### src/rtl/ut_pkg.sv
// Shared constants and helpers for the Unicode transcoder.
// Used by unicode_transcoder and ut_checker; no dependencies.
package ut_pkg;

    // direction register codes
    localparam logic [2:0] DIR_U16_U8  = 3'd0;
    localparam logic [2:0] DIR_U32_U8  = 3'd1;
    localparam logic [2:0] DIR_U8_U16  = 3'd2;
    localparam logic [2:0] DIR_U32_U16 = 3'd3;
    localparam logic [2:0] DIR_U8_U32  = 3'd4;
    localparam logic [2:0] DIR_U16_U32 = 3'd5;

    // encoding kinds
    localparam logic [1:0] ENC_U8   = 2'd0;
    localparam logic [1:0] ENC_U16  = 2'd1;
    localparam logic [1:0] ENC_U32  = 2'd2;
    localparam logic [1:0] ENC_NONE = 2'd3;

    // error codes
    localparam logic [1:0] ERR_NONE        = 2'd0;
    localparam logic [1:0] ERR_BAD_LEAD    = 2'd1;
    localparam logic [1:0] ERR_UNSUPPORTED = 2'd2;
    localparam logic [1:0] ERR_TRUNCATED   = 2'd3;

    // register map
    localparam int          PADDR_W      = 3;
    localparam logic [2:0]  ADDR_DIRECTION = 3'd0;

    localparam int MAX_RESULTS = 4;

    typedef logic [31:0] unit_t;

    function automatic logic [1:0] src_of_dir(input logic [2:0] dir);
        logic [1:0] s;
        case (dir)
            DIR_U16_U8, DIR_U16_U32: s = ENC_U16;
            DIR_U32_U8, DIR_U32_U16: s = ENC_U32;
            DIR_U8_U16, DIR_U8_U32:  s = ENC_U8;
            default:                 s = ENC_NONE;
        endcase
        return s;
    endfunction

    function automatic logic [1:0] dst_of_dir(input logic [2:0] dir);
        logic [1:0] d;
        case (dir)
            DIR_U16_U8, DIR_U32_U8:   d = ENC_U8;
            DIR_U8_U16, DIR_U32_U16:  d = ENC_U16;
            DIR_U8_U32, DIR_U16_U32:  d = ENC_U32;
            default:                  d = ENC_NONE;
        endcase
        return d;
    endfunction

endpackage

### src/rtl/unicode_transcoder.sv
// Unicode transcoder top level: decoder, encoder, four-word result buffer, APB register.
// Depends on ut_pkg.
// The first result word of an accepted input word is offered in the next cycle.
// Throughput: one input word per cycle while each yields at most one result word and results
// are taken; a word that expands to k result words holds s_ready low till the last one leaves.
// Reset (aresetn, synchronous, active low): direction returns to UTF-16 to UTF-8, decoder
// state clears and the result buffer empties.
module unicode_transcoder
    import ut_pkg::*;
(
    input  logic               aclk,
    input  logic               aresetn,
    // source words
    input  logic               s_valid,
    output logic               s_ready,
    input  logic [31:0]        s_code_unit,
    input  logic               s_end_of_string,
    // result words
    output logic               m_valid,
    input  logic               m_ready,
    output logic [31:0]        m_out_unit,
    output logic               m_unit_valid,
    output logic               m_last_of_run,
    output logic               m_string_done,
    output logic [1:0]         m_error_code,
    // configuration
    input  logic               psel,
    input  logic               penable,
    input  logic               pwrite,
    input  logic [PADDR_W-1:0] paddr,
    input  logic [31:0]        pwdata,
    output logic [31:0]        prdata,
    output logic               pready
);

    logic [2:0]  direction_reg;
    logic [20:0] acc_reg, acc_next;
    logic [1:0]  bytes_left_reg, bytes_left_next;
    logic [9:0]  hsb_reg, hsb_next;
    logic        hp_reg, hp_next;

    unit_t       buf_reg [MAX_RESULTS];
    unit_t       units   [MAX_RESULTS];
    logic [2:0]  n_reg, n;
    logic [1:0]  idx_reg;
    logic        eos_reg;
    logic        uv_reg, uv;
    logic [1:0]  err_reg, err;

    logic [1:0]  src, dst;
    logic [7:0]  b;
    logic [15:0] u;
    logic [31:0] cp;
    logic [20:0] c;
    logic        have, trunc;
    logic        s_acc, m_acc, at_last, cfg_wr;

    assign pready = 1'b1;
    assign cfg_wr = psel && penable && pwrite && (paddr == ADDR_DIRECTION);
    assign prdata = (paddr == ADDR_DIRECTION) ? {29'd0, direction_reg} : 32'd0;

    assign src = src_of_dir(direction_reg);
    assign dst = dst_of_dir(direction_reg);
    assign b   = s_code_unit[7:0];
    assign u   = s_code_unit[15:0];
    assign c   = cp[20:0] - 21'h10000;

    assign at_last = ({1'b0, idx_reg} == (n_reg - 3'd1));
    assign m_valid = (n_reg != 3'd0);
    assign m_acc   = m_valid && m_ready;
    // take the next word while the buffer is empty or while the last buffered result leaves
    assign s_ready = !m_valid || (m_ready && at_last);
    assign s_acc   = s_valid && s_ready;

    always_comb begin
        acc_next        = acc_reg;
        bytes_left_next = bytes_left_reg;
        hsb_next        = hsb_reg;
        hp_next         = hp_reg;
        have            = 1'b0;
        cp              = 32'd0;
        err             = ERR_NONE;
        n               = 3'd0;
        uv              = 1'b1;
        trunc           = 1'b0;
        for (int i = 0; i < MAX_RESULTS; i++) begin
            units[i] = 32'd0;
        end

        // decode
        case (src)
            ENC_U8: begin
                if (bytes_left_reg != 2'd0) begin
                    acc_next        = {acc_reg[14:0], b[5:0]};
                    bytes_left_next = bytes_left_reg - 2'd1;
                    if (bytes_left_next == 2'd0) begin
                        cp   = {11'd0, acc_next};
                        have = 1'b1;
                    end
                end else if (!b[7]) begin
                    cp   = {24'd0, b};
                    have = 1'b1;
                end else if (b[7:5] == 3'b110) begin
                    acc_next        = {16'd0, b[4:0]};
                    bytes_left_next = 2'd1;
                end else if (b[7:4] == 4'b1110) begin
                    acc_next        = {17'd0, b[3:0]};
                    bytes_left_next = 2'd2;
                end else if (b[7:3] == 5'b11110) begin
                    acc_next        = {18'd0, b[2:0]};
                    bytes_left_next = 2'd3;
                end else begin
                    cp   = {24'd0, b};
                    err  = ERR_BAD_LEAD;
                    have = 1'b1;
                end
            end
            ENC_U16: begin
                if (hp_reg) begin
                    cp      = {11'd0, {1'b0, hsb_reg, u[9:0]} + 21'h10000};
                    hp_next = 1'b0;
                    have    = 1'b1;
                end else if (u[15:10] == 6'b110110) begin
                    hsb_next = u[9:0];
                    hp_next  = 1'b1;
                end else begin
                    cp   = {16'd0, u};
                    have = 1'b1;
                end
            end
            ENC_U32: begin
                cp   = s_code_unit;
                have = 1'b1;
            end
            default: ;
        endcase

        // encode
        if (have) begin
            if (dst == ENC_U32) begin
                units[0] = cp;
                n        = 3'd1;
            end else if (cp[31:21] != 11'd0) begin
                units[0] = {24'd0, cp[7:0]};
                err      = ERR_UNSUPPORTED;
                n        = 3'd1;
            end else if (dst == ENC_U16) begin
                if (cp[20:16] == 5'd0) begin
                    units[0] = cp;
                    n        = 3'd1;
                end else begin
                    units[0] = {16'd0, 16'hD800 | {5'd0, c[20:10]}};
                    units[1] = {16'd0, 6'b110111, c[9:0]};
                    n        = 3'd2;
                end
            end else begin
                if (cp[20:7] == 14'd0) begin
                    units[0] = cp;
                    n        = 3'd1;
                end else if (cp[20:11] == 10'd0) begin
                    units[0] = {24'd0, 3'b110, cp[10:6]};
                    units[1] = {24'd0, 2'b10, cp[5:0]};
                    n        = 3'd2;
                end else if (cp[20:16] == 5'd0) begin
                    units[0] = {24'd0, 4'b1110, cp[15:12]};
                    units[1] = {24'd0, 2'b10, cp[11:6]};
                    units[2] = {24'd0, 2'b10, cp[5:0]};
                    n        = 3'd3;
                end else begin
                    units[0] = {24'd0, 5'b11110, cp[20:18]};
                    units[1] = {24'd0, 2'b10, cp[17:12]};
                    units[2] = {24'd0, 2'b10, cp[11:6]};
                    units[3] = {24'd0, 2'b10, cp[5:0]};
                    n        = 3'd4;
                end
            end
        end

        // end of string: drop any partial sequence; if no result word is due, emit an empty one
        if (s_end_of_string) begin
            trunc           = (bytes_left_next != 2'd0) || hp_next;
            bytes_left_next = 2'd0;
            hp_next         = 1'b0;
            if (n == 3'd0) begin
                n   = 3'd1;
                uv  = 1'b0;
                err = trunc ? ERR_TRUNCATED : ERR_NONE;
            end
        end
    end

    always_ff @(posedge aclk) begin
        if (!aresetn) begin
            direction_reg  <= DIR_U16_U8;
            acc_reg        <= '0;
            bytes_left_reg <= '0;
            hsb_reg        <= '0;
            hp_reg         <= 1'b0;
            n_reg          <= '0;
            idx_reg        <= '0;
        end else begin
            if (cfg_wr) begin
                direction_reg  <= pwdata[2:0];
                bytes_left_reg <= '0;
                hp_reg         <= 1'b0;
            end else if (s_acc) begin
                acc_reg        <= acc_next;
                bytes_left_reg <= bytes_left_next;
                hsb_reg        <= hsb_next;
                hp_reg         <= hp_next;
            end
            if (s_acc) begin
                n_reg   <= n;
                idx_reg <= '0;
            end else if (m_acc) begin
                if (at_last) begin
                    n_reg <= '0;
                end else begin
                    idx_reg <= idx_reg + 2'd1;
                end
            end
        end
    end

    // result payload, loaded with each accepted word
    always_ff @(posedge aclk) begin
        if (s_acc) begin
            for (int i = 0; i < MAX_RESULTS; i++) begin
                buf_reg[i] <= units[i];
            end
            eos_reg <= s_end_of_string;
            uv_reg  <= uv;
            err_reg <= err;
        end
    end

    assign m_out_unit    = buf_reg[idx_reg];
    assign m_unit_valid  = uv_reg;
    assign m_last_of_run = at_last;
    assign m_string_done = eos_reg;
    assign m_error_code  = err_reg;

endmodule

### config.mk
export PLATFORM = sky130hd
export DESIGN_NAME = unicode_transcoder
export DESIGN_NICKNAME = d
export VERILOG_FILES = /design/src/rtl/ut_pkg.sv /design/src/rtl/unicode_transcoder.sv
export SDC_FILE = /design/constraint.sdc
export NUM_CORES = 1
export LEC_CHECK = 0
export BUFFER_PORTS_ARGS = -buffer_cell sky130_fd_sc_hd__buf_4
export CORE_ASPECT_RATIO = 0.5
export CORE_MARGIN = 5
export CORE_UTILIZATION = 45
export CTS_CLUSTER_SIZE = 12
export DETAILED_ROUTE_END_ITERATION = 7
export GPL_TIMING_DRIVEN = 1
export PLACE_DENSITY = 0.68
export RECOVER_POWER = 25
export SYNTH_ARGS = -nofsm -noshare
export SYNTH_HDL_FRONTEND = slang
export SYNTH_SLANG_ARGS = --single-unit
export TNS_END_PERCENT = 10
### constraint.sdc
create_clock -name aclk -period 5.5 [get_ports aclk]
set_input_delay 0.55 -clock aclk [delete_from_list [all_inputs] [get_ports aclk]]
set_output_delay 0.55 -clock aclk [all_outputs]
set_load 0.02 [all_outputs]
==> results of run 1 <==
[cell type report]
type / count / area (µm²) / area share
repair buffers: 98 / 649 / 0.0966
multi-input cells: 477 / 2920 / 0.434
well taps: 170 / 213 / 0.0316
clock inverters: 6 / 58.8 / 0.00874
clock buffers: 10 / 229 / 0.0340
flip-flops and latches: 99 / 2590 / 0.385
inverters: 17 / 63.8 / 0.00949
[cell families (layout without fill, tap and decap cells)]
logic type      count (synthesis)  count (layout)  share of synthesized area
fa+ha+maj                       6               6                     0.0130
compound gates                150             150                      0.180
flops                          99              99                      0.449
buf+inv                        78             131                     0.0720
mux                            23              23                     0.0551
other cells                     2              41                    0.00130
xor+xnor                       12              12                     0.0195
simple gates                  245             245                      0.210
[worst min-delay path: cells and delay by family]
family	cells	cell delay [ns]
buf+inv	1	0.08
mux	1	0.05
simple gates	1	0.09
[per-layer routing]
layer	share of wire	GRT usage	vias up
met1	0.45	0.298	2295
met4	0.011	0.0405	0
met2	0.44	0.313	234
met3	0.098	0.0618	20
li1	-	-	2336
met5	0	0	-
[how the worst min path moves through the flow]
stage / from / end / slack, ns / cells after the start
global route: pwdata[0] / direction_reg[0] / 0.46 / 3
global placement: acc_reg[9] / acc_reg[9] / 0.46 / 2
finish: pwdata[0] / direction_reg[0] / 0.46 / 3
detailed placement: acc_reg[14] / acc_reg[14] / 0.47 / 2
CTS: pwdata[0] / direction_reg[0] / 0.46 / 3
floorplan: acc_reg[13] / acc_reg[13] / 0.44 / 2
[per-stage QoR]
stage | instance area [µm²] | instances | total power, mW | util | setup slack [ns]
finish | 6730 | 877 | 1.80 | 0.534 | 1.24
global route | 6730 | 877 | 1.87 | 0.534 | 0.954
CTS | 6810 | 877 | 1.83 | 0.541 | 1.29
detailed placement | 6520 | 861 | 1.23 | 0.518 | 1.29
global placement | 6520 | 861 | 1.22 | 0.518 | 1.40
floorplan | 5920 | 654 | 1.10 | - | 2.02
[power by group]
group	internal, mW	switching [mW]	leakage, nW
sequential	0.847	0.0175	0.885
clock	0.316	0.293	0.136
combinational	0.115	0.213	1.50
[Yosys cell counts, types with 10 or more instances]
library cell,number
nor3_1,11
nand2_1,58
a21oi_1,31
inv_1,15
dfxtp_1,38
nand2b_1,14
a22oi_1,10
buf_4,32
mux2i_1,16
and2_1,24
a21boi_0,17
edfxtp_1,61
nor2b_1,20
clkbuf_1,26
nand3_1,23
nor2_1,69
o21ai_0,26
==> flow_summary.ini, run 1 <==
[worst_setup_path]
crit_path_frequent_cell = nor2_1
path_delay_family = simple AND/OR/NAND/NOR gates
worstSetupEndpoint = buf_reg[1][5]
reg2reg_from = bytes_left_reg[1]
r2r_slack_ns = 1.24
critPathLaunchType = register
slowest_stage = nor2_1
crit_fanout = 20
end_kind = register
worst-path-buf-inv = 2
cp.arrival_ns = 4.35
worst-path-stages = 14
path_cells = inv_1, ha_1, nor3b_1, and2_1, a22o_1, a21oi_1, ha_1, nand3_1, nor2_1, buf_4, nor2_1, nor2_1, o22a_1, nor2_1
timing_worst_setup_path_type = register to register
required_ns = 5.59
cpPeakStageDelay_ns = 0.61
r2r-end = buf_reg[1][5]
r2r_cells = 14
cp-startpoint = bytes_left_reg[1]

[cts]
cts-root-buf = clkbuf_16
post_cts_buffers = 0
postCtsHoldBufs = 0
insertion_delay_ns = 0.35
cts_buffers = 9
ctsResizeCount = 0
cts_tree = built
cts.htree.levels = 3
clkTransAtPathRegs_ns = 0.07
cts_sinks = 99
clock_path_buffers = 2

[synthesis]
avgSynthCellArea_um2 = 9.38
ys_ff_latch = 99
synth-edff-count = 61
yosysWarnings = 0
synth_area_mm2 = 0.00577
async_flop_share = 0
synth.top_cell.area_share = 0.318
ys_seq_area_frac = 0.449
syn_inst = 615
synth_cell_types = 68
synth.largest_area_cell = edfxtp_1
synth_area_leaders = edfxtp_1 (32%), dfxtp_1 (13%), nor2_1 (4.5%), buf_4 (4.2%), nand2_1 (3.8%)
synthFlopType = edfxtp_1

[power]
leakage_nw = 2.53
p_per_area_mw_per_mm2 = 268
ir_drop_v = 0.000167

[final_layout]
largest_reg_flops = 57
num-fill-cells = 1200
most-common-layout-cells = buf_4 (74), nor2_1 (69), edfxtp_1 (61)
layout-drive-gt1-share = 0.160
final_nets = 783
antenna_cells = 0
area_growth_pct = 16.6
final_common_cell = buf_4

[route]
first_iter_violations = 612
drt_wl_total_um = 16100
detail-route-antenna-nets = 0
dr.pass1.iters = 6
avgRoutedWirePerCell_um = 18.3
via_per_inst = 5.57
drc = 0
vias = 4885

[sta]
finalSetupViolCount = 0
finClkSkew_ns = 0.00717
tightest_slew_ns = 1.04
period_share = 0.774
fmax_mhz = 235
finalCriticalPeriod_ns = 4.26
maxSlewViolCount = 0
maxSlewHeadroom = 0.308
rsz0062_at_grt = no
timing.hold.ws_ns = 0.460
setup_tns_ns = 0
finalHoldViolCount = 0

[die]
die-width_um = 170
coreArea_mm2 = 0.0126
die_area_mm2 = 0.0153
fp-row-count = 29
die_y_um = 90.1
ioPinCount = 147
start_util = 0.458

[grt]
grt_pass1_vias = 4630
grt_max_degree = 43
overflow = 0
grtUsageTotal = 0.208
grt_pass1_wl_um = 25200
antenna_found_initial = 0

[placed_design]
hpwl_um = 12000
place.gp.congestion = 0.943
port_buffers = 87

[min_path]
hold_class = input port to register

[status]
status = finished, final reports clean

[run]
drv_cap = 0
(Power assumes the default switching activity.)
==> run 2: changes to the inputs <==
- clock period: 5.5 -> 4.4 ns (I/O delays scaled with it)
==> run 2 against run 1 <==
Net effect: die area did not move; clock skew barely moved; count of clock-buffer cells in the layout fell by 1; register-to-register slack got worse by 0.84 ns; non-clock buffer count rose by 3; sequential power rose by 25%; via count rose by 2.1%; critical endpoint is now buf_reg[0][1]; maximum frequency rose by 6.5%; design area rose by 0.47%; largest power group unchanged; total power rose by 29%; core utilization rose by 0.25 points; largest cell class unchanged; highest routed layer unchanged.
==> flow_summary.ini, run 2 (synthesized netlist as in run 1, its figures left out) <==
[sta]
finalCriticalPeriod_ns = 4.00
tightest_slew_ns = 1.18
maxSlewViolCount = 0
setup_ws_ns = 0.403
finClkSkew_ns = 0.00716
setup_tns_ns = 0
fmax_mhz = 250
rsz0062_at_grt = no
finalSetupViolCount = 0
maxSlewHeadroom = 0.211
finalHoldViolCount = 0
period_share = 0.908
timing.hold.ws_ns = 0.342

[min_path]
holdPathStages = 3
hp-start = pwdata[0]
hold_class = input port to register
min_to = direction_reg[0]

[worst_setup_path]
path_cells = inv_1, ha_1, nor3b_1, and2_1, a22o_1, a21oi_1, ha_1, nand3_1, nor2_1, buf_4, o21ai_0, a221oi_1
slowest_stage = nor2_1
r2r_slack_ns = 0.40
timing_worst_setup_path_type = register to register
cpPeakStageDelay_ns = 0.55
crit_fanout = 13
required_ns = 4.52
r2r-end = buf_reg[0][1]
end_kind = register
critPathLaunchType = register
cp.arrival_ns = 4.11
crit_path_frequent_cell = ha_1
reg2reg_from = bytes_left_reg[0]
r2r_cells = 12

[power]
power.switching_mw = 0.666
comb_power_share = 0.177
internal-power_mw = 1.66
p_clk_frac = 0.358
leakage_nw = 2.55
p_per_area_mw_per_mm2 = 344
swShare = 0.287
ir_drop_v = 0.000177
p_total_mw = 2.33
seq_power_share = 0.465

[die]
coreArea_mm2 = 0.0126
die_y_um = 90.1
start_util = 0.458
fp-row-count = 29
die_area_mm2 = 0.0153
die-width_um = 170
ioPinCount = 147

[route]
first_iter_violations = 559
vias = 4989
avgRoutedWirePerCell_um = 18.4
dr.pass1.iters = 5
detail-route-antenna-nets = 0
drt_wl_total_um = 16200
via_per_inst = 5.67
drc = 0

[cts]
clkTransAtPathRegs_ns = 0.07
postCtsHoldBufs = 0
clock_path_buffers = 2
ctsResizeCount = 0
cts-root-buf = clkbuf_16
cts_tree = built
cts_buffers = 9
insertion_delay_ns = 0.36
cts.htree.levels = 3
cts_sinks = 99
post_cts_buffers = 0

[grt]
grt_max_degree = 34
grtUsageTotal = 0.212
antenna_found_initial = 0
grt_pass1_wl_um = 25800
grt_pass1_vias = 4721
overflow = 0

[final_layout]
final_nets = 786
post-route-util = 0.537
area_growth_pct = 17.1
layout-drive-gt1-share = 0.159
final_cells = 880
antenna_cells = 0
largest_reg_flops = 57
final_area_mm2 = 0.00676
num-fill-cells = 1183
most-common-layout-cells = buf_4 (74), nor2_1 (69), edfxtp_1 (61)
final_common_cell = buf_4

[run]
drv_cap = 0

[placed_design]
place_ws_ns = 0.586
port_buffers = 87
hpwl_um = 12200
place_area_mm2 = 0.00655
dp_cells = 864
place.gp.congestion = 0.958

[status]
status = finished, final reports clean
-- run 2: cell types whose count changed in the layout (fill, tap and decap cells not counted), sizes merged --
cell,previous run,this run
inv,19,22
bufinv,0,1
clkinv,3,1
clkinvlp,1,0
clkbuf,34,36
-- run 2: final cells by class --
class,instances,area (µm²),area share
Multi-Input combinational cell,477,2910,0.431
Sequential cell,99,2590,0.384
Timing Repair Buffer,101,661,0.0978
Clock buffer,9,225,0.0333
Tap cell,170,213,0.0315
Clock inverter,7,87.6,0.0130
Inverter,17,63.8,0.00944
-- run 2: how the worst max path moves through the flow --
stage | from | to | slack, ns | cells after the start
finish | bytes_left_reg[0] | buf_reg[0][1] | 0.40 | 12
global route | bytes_left_reg[0] | buf_reg[1][2] | 0.16 | 13
CTS | bytes_left_reg[0] | buf_reg[1][2] | 0.54 | 13
detailed placement | bytes_left_reg[0] | buf_reg[1][2] | 0.59 | 13
global placement | bytes_left_reg[0] | buf_reg[1][2] | 0.73 | 13
floorplan | n_reg[0] | hp_reg | 0.92 | 12
-- run 2: critical path, delay by kind of cell (launching register included) --
kind | cells | cell delay, ns
buf+inv | 2 | 0.39
fa+ha+maj | 2 | 0.63
compound gates | 4 | 1.30
simple gates | 4 | 1.10
flops | 1 | 0.34
-- run 2: routing by layer --
layer / routed length [µm] / vias to the layer above / part of all wire / global-route usage
met1: 7180 / 2349 / 0.44 / 0.299
met3: 1560 / 33 / 0.096 / 0.0570
met2: 7180 / 266 / 0.44 / 0.318
li1: - / 2341 / - / -
met4: 290 / 0 / 0.018 / 0.0625
met5: 0 / - / 0 / 0
-- run 2: power by group through the flow --
stage | clock, mW | sequential (mW) | combinational [mW]
finish | 0.832 | 1.08 | 0.412
global route | 0.892 | 1.09 | 0.447
CTS | 0.846 | 1.08 | 0.438
detailed placement | 0 | 1.10 | 0.436
global placement | 0 | 1.10 | 0.430
floorplan | 0 | 1.10 | 0.282
==> run 3: changes to the inputs <==
--- a/config.mk
+++ b/config.mk
@@ -14,3 +14,3 @@
 export GPL_TIMING_DRIVEN = 1
-export PLACE_DENSITY = 0.68
+export PLACE_DENSITY = 0.75
 export RECOVER_POWER = 25
--- a/constraint.sdc
+++ b/constraint.sdc
@@ -3,2 +3,2 @@
 set_output_delay 0.44 -clock aclk [all_outputs]
-set_load 0.02 [all_outputs]
+set_load 0.01 [all_outputs]
==> run 3 against run 2 <==
Net effect: maximum frequency is 2.2% higher; combinational power is 13% lower; first-iteration DRC count is 4.7% higher; register-to-register slack better by 0.09 ns; count of clock-buffer cells in the layout stayed put; die area stayed put; worst setup slack better by 0.087 ns; total power is 4.0% lower; clock skew is 0.0013 ns higher; sequential power hardly changed; non-clock buffer count is 4 lower; critical path type unchanged.
==> flow_summary.ini, run 3 (synthesized netlist as in run 1, its figures left out) <==
[worst_setup_path]
cp-startpoint = bytes_left_reg[1]
reg2reg_from = bytes_left_reg[1]
critPathLaunchType = register
required_ns = 4.61
timing_worst_setup_path_type = register to register
r2r_cells = 12
crit_fanout = 14
end_kind = register
cp.arrival_ns = 4.12

[min_path]
holdPathStages = 3
hold_class = input port to register
hp-start = pwdata[0]

[placed_design]
place.gp.congestion = 0.960
place_ws_ns = 0.627
hpwl_um = 11800
port_buffers = 87

[sta]
finClkSkew_ns = 0.00848
setup_ws_ns = 0.490
maxSlewViolCount = 0
finalCriticalPeriod_ns = 3.91
maxSlewHeadroom = 0.282
period_share = 0.889
setup_tns_ns = 0
rsz0062_at_grt = no
finalHoldViolCount = 0
finalSetupViolCount = 0
fmax_mhz = 256
tightest_slew_ns = 1.07

[die]
die-width_um = 170
start_util = 0.458
coreArea_mm2 = 0.0126
die_y_um = 90.1
ioPinCount = 147
die_area_mm2 = 0.0153
fp-row-count = 29

[power]
ir_drop_v = 0.000152
p_per_area_mw_per_mm2 = 331
leakage_nw = 2.54

[status]
status = finished, final reports clean

[final_layout]
largest_reg_flops = 57
regArea_mm2 = 0.00259
multi_input_area_mm2 = 0.00292
num-fill-cells = 1178
area_growth_pct = 16.7
most-common-layout-cells = buf_4 (73), nor2_1 (69), edfxtp_1 (61)
layout-drive-gt1-share = 0.159
final_nets = 782
antenna_cells = 0
final_common_cell = buf_4

[cts]
clkTransAtPathRegs_ns = 0.07
cts.htree.levels = 3
postCtsHoldBufs = 0
cts-root-buf = clkbuf_16
clock_path_buffers = 2
insertion_delay_ns = 0.35
cts_sinks = 99
ctsResizeCount = 0
cts_buffers = 9
post_cts_buffers = 0
cts_tree = built

[grt]
grt_pass1_wl_um = 24800
grt_pass1_vias = 4679
overflow = 0
antenna_found_initial = 0
grt_max_degree = 46
grtUsageTotal = 0.201

[route]
first_iter_violations = 585
avgRoutedWirePerCell_um = 17.7
dr.pass1.iters = 5
detail-route-antenna-nets = 0
vias = 4980
via_per_inst = 5.68
drc = 0
drt_wl_total_um = 15500

[run]
drv_cap = 0
[run 3: cell types whose count changed in the layout (fill, tap and decap cells not counted)]
| cell | previous run | this run |
|---|---|---|
| clkinvlp_4 | 0 | 1 |
| bufinv_16 | 1 | 0 |
| clkinv_8 | 0 | 2 |
| inv_8 | 2 | 1 |
| inv_2 | 3 | 2 |
| nor3_2 | 1 | 2 |
| buf_4 | 74 | 73 |
| clkbuf_1 | 26 | 23 |
| nor3_1 | 11 | 10 |
| and2_0 | 12 | 1 |
| inv_6 | 3 | 2 |
| and2_1 | 12 | 23 |
| inv_1 | 14 | 15 |
[run 3: final cells by class]
| class | count | area share |
|---|---|---|
| multi-input cells | 477 | 0.434 |
| flip-flops and latches | 99 | 0.385 |
| repair buffers | 97 | 0.0953 |
| clock buffers | 9 | 0.0335 |
| well taps | 170 | 0.0316 |
| clock inverters | 7 | 0.0115 |
| inverters | 17 | 0.00948 |
[run 3: critical path: stages (launching register included)]
cell,delay [ns]
dfxtp_1,0.32
inv_1,0.10
ha_1,0.30
nor3b_1,0.12
and2_1,0.34
a22o_1,0.29
a21oi_1,0.41
ha_1,0.33
nand4_1,0.51
nand3_1,0.50
o311ai_2,0.19
o21bai_1,0.21
o21ai_1,0.14
[run 3: routing by layer]
layer | vias to the layer above | share of wire | global-route usage
met5 | - | 0 | 0
met4 | 0 | 0.011 | 0.0478
met3 | 19 | 0.10 | 0.0513
met2 | 279 | 0.45 | 0.305
met1 | 2340 | 0.44 | 0.289
li1 | 2342 | - | -
[run 3: worst paths after layout]
kind	to	slack [ns]
max	m_error_code[0]	0.49
min	direction_reg[0]	0.34
max reg2reg	m_error_code[0]	0.49
min reg2reg	acc_reg[9]	0.48
[run 3: through the flow]
step	power [mW]	util	instances	hold slack [ns]	cell area, µm²
finish	2.23	0.535	876	0.342	6730
detailed placement	1.48	0.518	860	0.466	6520
CTS	2.27	0.542	876	0.326	6820
floorplan	1.33	-	654	0.441	5920
global route	2.33	0.535	876	0.365	6730
global placement	1.47	0.518	860	0.449	6520
[run 3: power breakdown]
| part | total (mW) | switching (mW) | internal (mW) |
|---|---|---|---|
| Clock | 0.790 | 0.388 | 0.402 |
| Sequential | 1.08 | 0.0226 | 1.06 |
| Combinational | 0.360 | 0.214 | 0.146 |
| Total | 2.23 | 0.625 | 1.61 |
